**src/shaa_ram.sv**
```systemverilog
module shaa_ram #(
    parameter int WIDTH = 8,
    parameter int DEPTH = 256
) (
    input  logic                                   i_clk,
    input  logic                                   i_wr_en,
    input  logic [(DEPTH > 1 ? $clog2(DEPTH) : 1)-1:0] i_wr_addr,
    input  logic [WIDTH-1:0]                       i_wr_data,
    input  logic                                   i_rd_en,
    input  logic [(DEPTH > 1 ? $clog2(DEPTH) : 1)-1:0] i_rd_addr,
    output logic [WIDTH-1:0]                       o_rd_data
);

    logic [WIDTH-1:0] r_mem [DEPTH];
    logic [WIDTH-1:0] r_rd_data;

    always_ff @(posedge i_clk) begin
        if (i_wr_en) begin
            r_mem[i_wr_addr] <= i_wr_data;
        end
        if (i_rd_en) begin
            r_rd_data <= r_mem[i_rd_addr];
        end
    end

    assign o_rd_data = r_rd_data;

endmodule
```
**config.mk**
```make
export PLATFORM = sky130hd
export DESIGN_NAME = shaa_ram
export DESIGN_NICKNAME = d
export VERILOG_FILES = /design/src/shaa_ram.sv
export SDC_FILE = /design/constraint.sdc
export NUM_CORES = 2
export LEC_CHECK = 0
export BUFFER_PORTS_ARGS = -buffer_cell sky130_fd_sc_hd__buf_4
export CAP_MARGIN = 5
export CORE_MARGIN = 4
export CORE_UTILIZATION = 30
export CTS_CLUSTER_DIAMETER = 30
export CTS_CLUSTER_SIZE = 12
export DETAILED_ROUTE_END_ITERATION = 10
export GPL_ROUTABILITY_DRIVEN = 0
export PLACE_DENSITY_LB_ADDON = 0.08
export SYNTH_ARGS = -nofsm -noshare
export SYNTH_HDL_FRONTEND = slang
export SYNTH_SLANG_ARGS = --single-unit
```
**constraint.sdc**
```tcl
create_clock -name i_clk -period 4.5 [get_ports i_clk]
set_input_delay 0.45 -clock i_clk [delete_from_list [all_inputs] [get_ports i_clk]]
set_output_delay 0.45 -clock i_clk [all_outputs]
set_load 0.01 [all_outputs]
```
==> impl_metrics.py <==
metrics = {
    "run_status": {
        "status": "finished, final reports clean",
    },
    "clock_tree": {
        "cts_max_level": 6,
        "cts_sinks": 2056,
        "path_clk_slew_ns": 0.04,
        "clock_latency_ns": 1.00,
        "ctsResizeCount": 0,
        "cts-root-buf": "clkbuf_16",
        "hold_buffers": 7,
        "cts_tree": "done",
        "postCtsSetupBuffers": 0,
        "cts_max_path_buffers": 4,
        "cts_buffers": 528,
    },
    "synth": {
        "synth.distinct_cells": 54,
        "synth_top_family_by_area": "multiplexers",
        "yosys-mux-area-fraction_pct": 14.60,
        "synth-xor-area-share_pct": 0,
        "synth-compound-area-share_pct": 3.416,
        "synth-simple-area-share_pct": 2.625,
        "synth_adder_area_share_pct": 0,
        "syn-cell-area_sq_mm": 0.07964,
        "ys_ff_latch": 2056,
        "synth_fp_nets": 3760,
        "syn-instance-count": 3733,
        "ys_seq_area_share_pct": 77.53,
        "ys_warn_count": 0,
        "syn_area_per_cell_sq_um": 21.33,
    },
    "critical_path": {
        "crit_required_ns": 5.17,
        "rr_worst_depth": 6,
        "cp-start-kind": "primary input",
        "crit_fanout": 30,
        "worstPathArrival_ns": 3.96,
        "crit_start": "i_rd_addr[0]",
        "endpoint_kind": "flip-flop",
        "regToRegSetupSlack_ns": 1.28,
        "critPathKind": "primary input to flip-flop",
        "r2r_start": "r_mem[101][2]$_DFFE_PP_",
        "rr_endpoint": "o_rd_data[2]$_DFFE_PP_",
        "critical_path.endpoint": "o_rd_data[2]$_DFFE_PP_",
    },
    "finish": {
        "multi_input_area_sq_mm": 0.01658,
        "layout_common_cells": "2056 x edfxtp_1, 533 x clkbuf_16, 454 x mux4_2, 363 x buf_4, 279 x nor2_1",
        "layout.nets": 4472,
        "area_growth_pct": 31.10,
        "seqCellArea_sq_mm": 0.06174,
        "final_common_cell": "edfxtp_1",
        "drive_gt1_share_pct": 34.58,
        "fillers": 23538,
    },
    "placed_design": {
        "numPortBuffers": 34,
        "dpl.hpwl_um": 153500,
        "pre_cts_slack_ns": 0.1939,
    },
    "routing": {
        "vias": 41004,
        "via_per_inst": 4.890,
        "topRoutingLayerUsed": "met5",
        "wl_um": 247300,
        "drt_pass1_iterations": 7,
        "ant_nets": 0,
        "met3_length_um": 12760,
        "wire_per_inst_um": 29.49,
        "wl_met2_um": 119500,
        "drtIter0Drc": 3284,
        "drc": 0,
        "drt-met1-wl_um": 110300,
    },
    "timing": {
        "rsz0062_at_grt": "no",
        "fmax_mhz": 304.1,
        "finalCritPeriodShare_pct": 73.07,
        "setup_ws_ns": 1.212,
        "setup_violations": 0,
        "slew_violations": 0,
        "fin_skew_ns": 0.06338,
        "fin_crit_ns": 3.288,
        "hold_violations": 0,
        "relSlewSlack_pct": 27.24,
        "worst_pin_slew_ns": 1.081,
    },
    "min_path": {
        "min_path_type": "primary input to flip-flop",
    },
    "grt": {
        "grt_max_degree": 111,
        "overflow": 0,
        "grt_pass1_vias": 44544,
        "antenna_found_initial": 27,
        "grt_pass1_wl_um": 347900,
        "grtUsageTotal_pct": 17.90,
    },
    "power": {
        "finalPower_w": 0.06092,
        "ir_worst_vdd_mv": 0.3896,
        "p_sw_share_pct": 22.02,
        "powerDensity_mw_per_mm2": 583.5,
        "power.switching_w": 0.01342,
        "seqPwrFrac_pct": 34.9,
        "p_leak_nw": 34.22,
        "power_frac_clock_pct": 61.6,
        "combPwrFrac_pct": 3.5,
        "internal-power_w": 0.04750,
    },
    "die": {
        "rows": 188,
        "io-pin-count": 35,
        "fp.dieH_um": 523.2,
        "core_sq_mm": 0.2632,
        "die_w_um": 523.2,
        "initial_core_util_pct": 30.25,
        "dieArea_sq_mm": 0.2738,
    },
    "job": {
        "drv_cap": 0,
    },
}
[cells in the mapped netlist (all sizes together)]
cell type | number | share of area, %
and3 | 1 | 0.0079
o311ai | 1 | 0.011
nand3 | 34 | 0.21
a31oi | 2 | 0.016
mux2 | 1 | 0.014
or3b | 1 | 0.011
and3b | 2 | 0.022
nor2 | 282 | 1.3
nor4 | 27 | 0.24
a21boi | 1 | 0.0094
a2111oi | 5 | 0.066
or2b | 1 | 0.0094
clkinv | 1 | 0.0047
edfxtp | 2056 | 78
nor2b | 31 | 0.24
a211oi | 16 | 0.15
or2 | 4 | 0.031
a22o | 8 | 0.088
a21oi | 96 | 0.60
mux2i | 134 | 1.7
nor4b | 1 | 0.011
mux4 | 456 | 13
o32ai | 5 | 0.064
nand2b | 8 | 0.063
nor3 | 22 | 0.14
o22a | 5 | 0.055
a221oi | 14 | 0.16
a311oi | 2 | 0.022
clkbuf | 111 | 0.52
a22oi | 133 | 1.3
nand3b | 2 | 0.019
inv | 1 | 0.0047
nor3b | 1 | 0.0094
o22ai | 28 | 0.22
o211ai | 10 | 0.094
nand4 | 10 | 0.079
and2 | 6 | 0.047
o21ai | 12 | 0.075
nand2 | 33 | 0.16
buf | 122 | 1.3
o221ai | 47 | 0.52
[worst max-delay path: stages]
cell and delay, ns:
buf_8 0.26, buf_12 0.31, buf_4 0.36, mux4_2 0.54, a211oi_1 0.70, nor3_1 0.18, nor4_1 0.96, nor4_2 0.12
[layout make-up]
type / instances / share of cell area (%)
Multi-Input combinational cell: 1442 / 15.88
Sequential cell: 2056 / 59.13
Timing Repair Buffer: 415 / 3.492
Clock inverter: 346 / 4.233
Inverter: 2 / 0.007191
Antenna cell: 7 / 0.01678
Tap cell: 3515 / 4.212
Clock buffer: 603 / 13.03
[flip-flops by register name, indices dropped and copies added (netlist names)]
name and cells:
r_mem 2048, o_rd_data 8
[logic make-up after synthesis]
| logic type | count (synthesis) |
|---|---|
| mux | 591 |
| compound gates | 385 |
| flops | 2056 |
| simple gates | 466 |
| buf+inv | 235 |
[power by group through the flow]
| stage | combinational, W | clock [W] | sequential, W |
|---|---|---|---|
| final | 0.00214 | 0.0375 | 0.0212 |
| after global routing | 0.00228 | 0.0394 | 0.0212 |
| after CTS | 0.00221 | 0.0382 | 0.0212 |
| after detailed placement | 0.00220 | 0 | 0.0216 |
| after global placement | 0.00219 | 0 | 0.0216 |
| after floorplan | 0.00103 | 0 | 0.0215 |
[worst min-delay path by stage]
| stage | start | to | cells past startpoint |
|---|---|---|---|
| 6_report | i_wr_data[6] | r_mem[200][6]$_DFFE_PP_ | 1 |
| 2_1_floorplan | i_wr_data[0] | r_mem[0][0]$_DFFE_PP_ | 0 |
| 4_1_cts | i_wr_data[2] | r_mem[76][2]$_DFFE_PP_ | 1 |
| 3_5_place_dp | i_rd_en | o_rd_data[2]$_DFFE_PP_ | 1 |
| 3_3_place_gp | i_rd_en | o_rd_data[2]$_DFFE_PP_ | 1 |
| 5_1_grt | i_wr_data[6] | r_mem[200][6]$_DFFE_PP_ | 1 |
[per-stage QoR]
step / utilization [%] / std cells / setup TNS, ns / area (sq um) / hold slack (ns)
after floorplan: - / 3733 / 0 / 79640 / 0.5489
after global placement: 32.76 / 7419 / -0.6167 / 86240 / 0.8735
after detailed placement: 32.79 / 7423 / 0 / 86300 / 0.8709
after CTS: 39.66 / 8379 / 0 / 104400 / 0.02780
after global routing: 39.66 / 8381 / 0 / 104400 / 0.05680
final: 39.66 / 8386 / 0 / 104400 / 0.06907
[layer usage]
layer | vias up | track usage (%)
li1 | 17396 | -
met1 | 22030 | 24.95
met2 | 1202 | 29.07
met3 | 374 | 3.436
met4 | 2 | 4.194
met5 | - | 0
No activity file was read; power rests on OpenSTA's default activity.
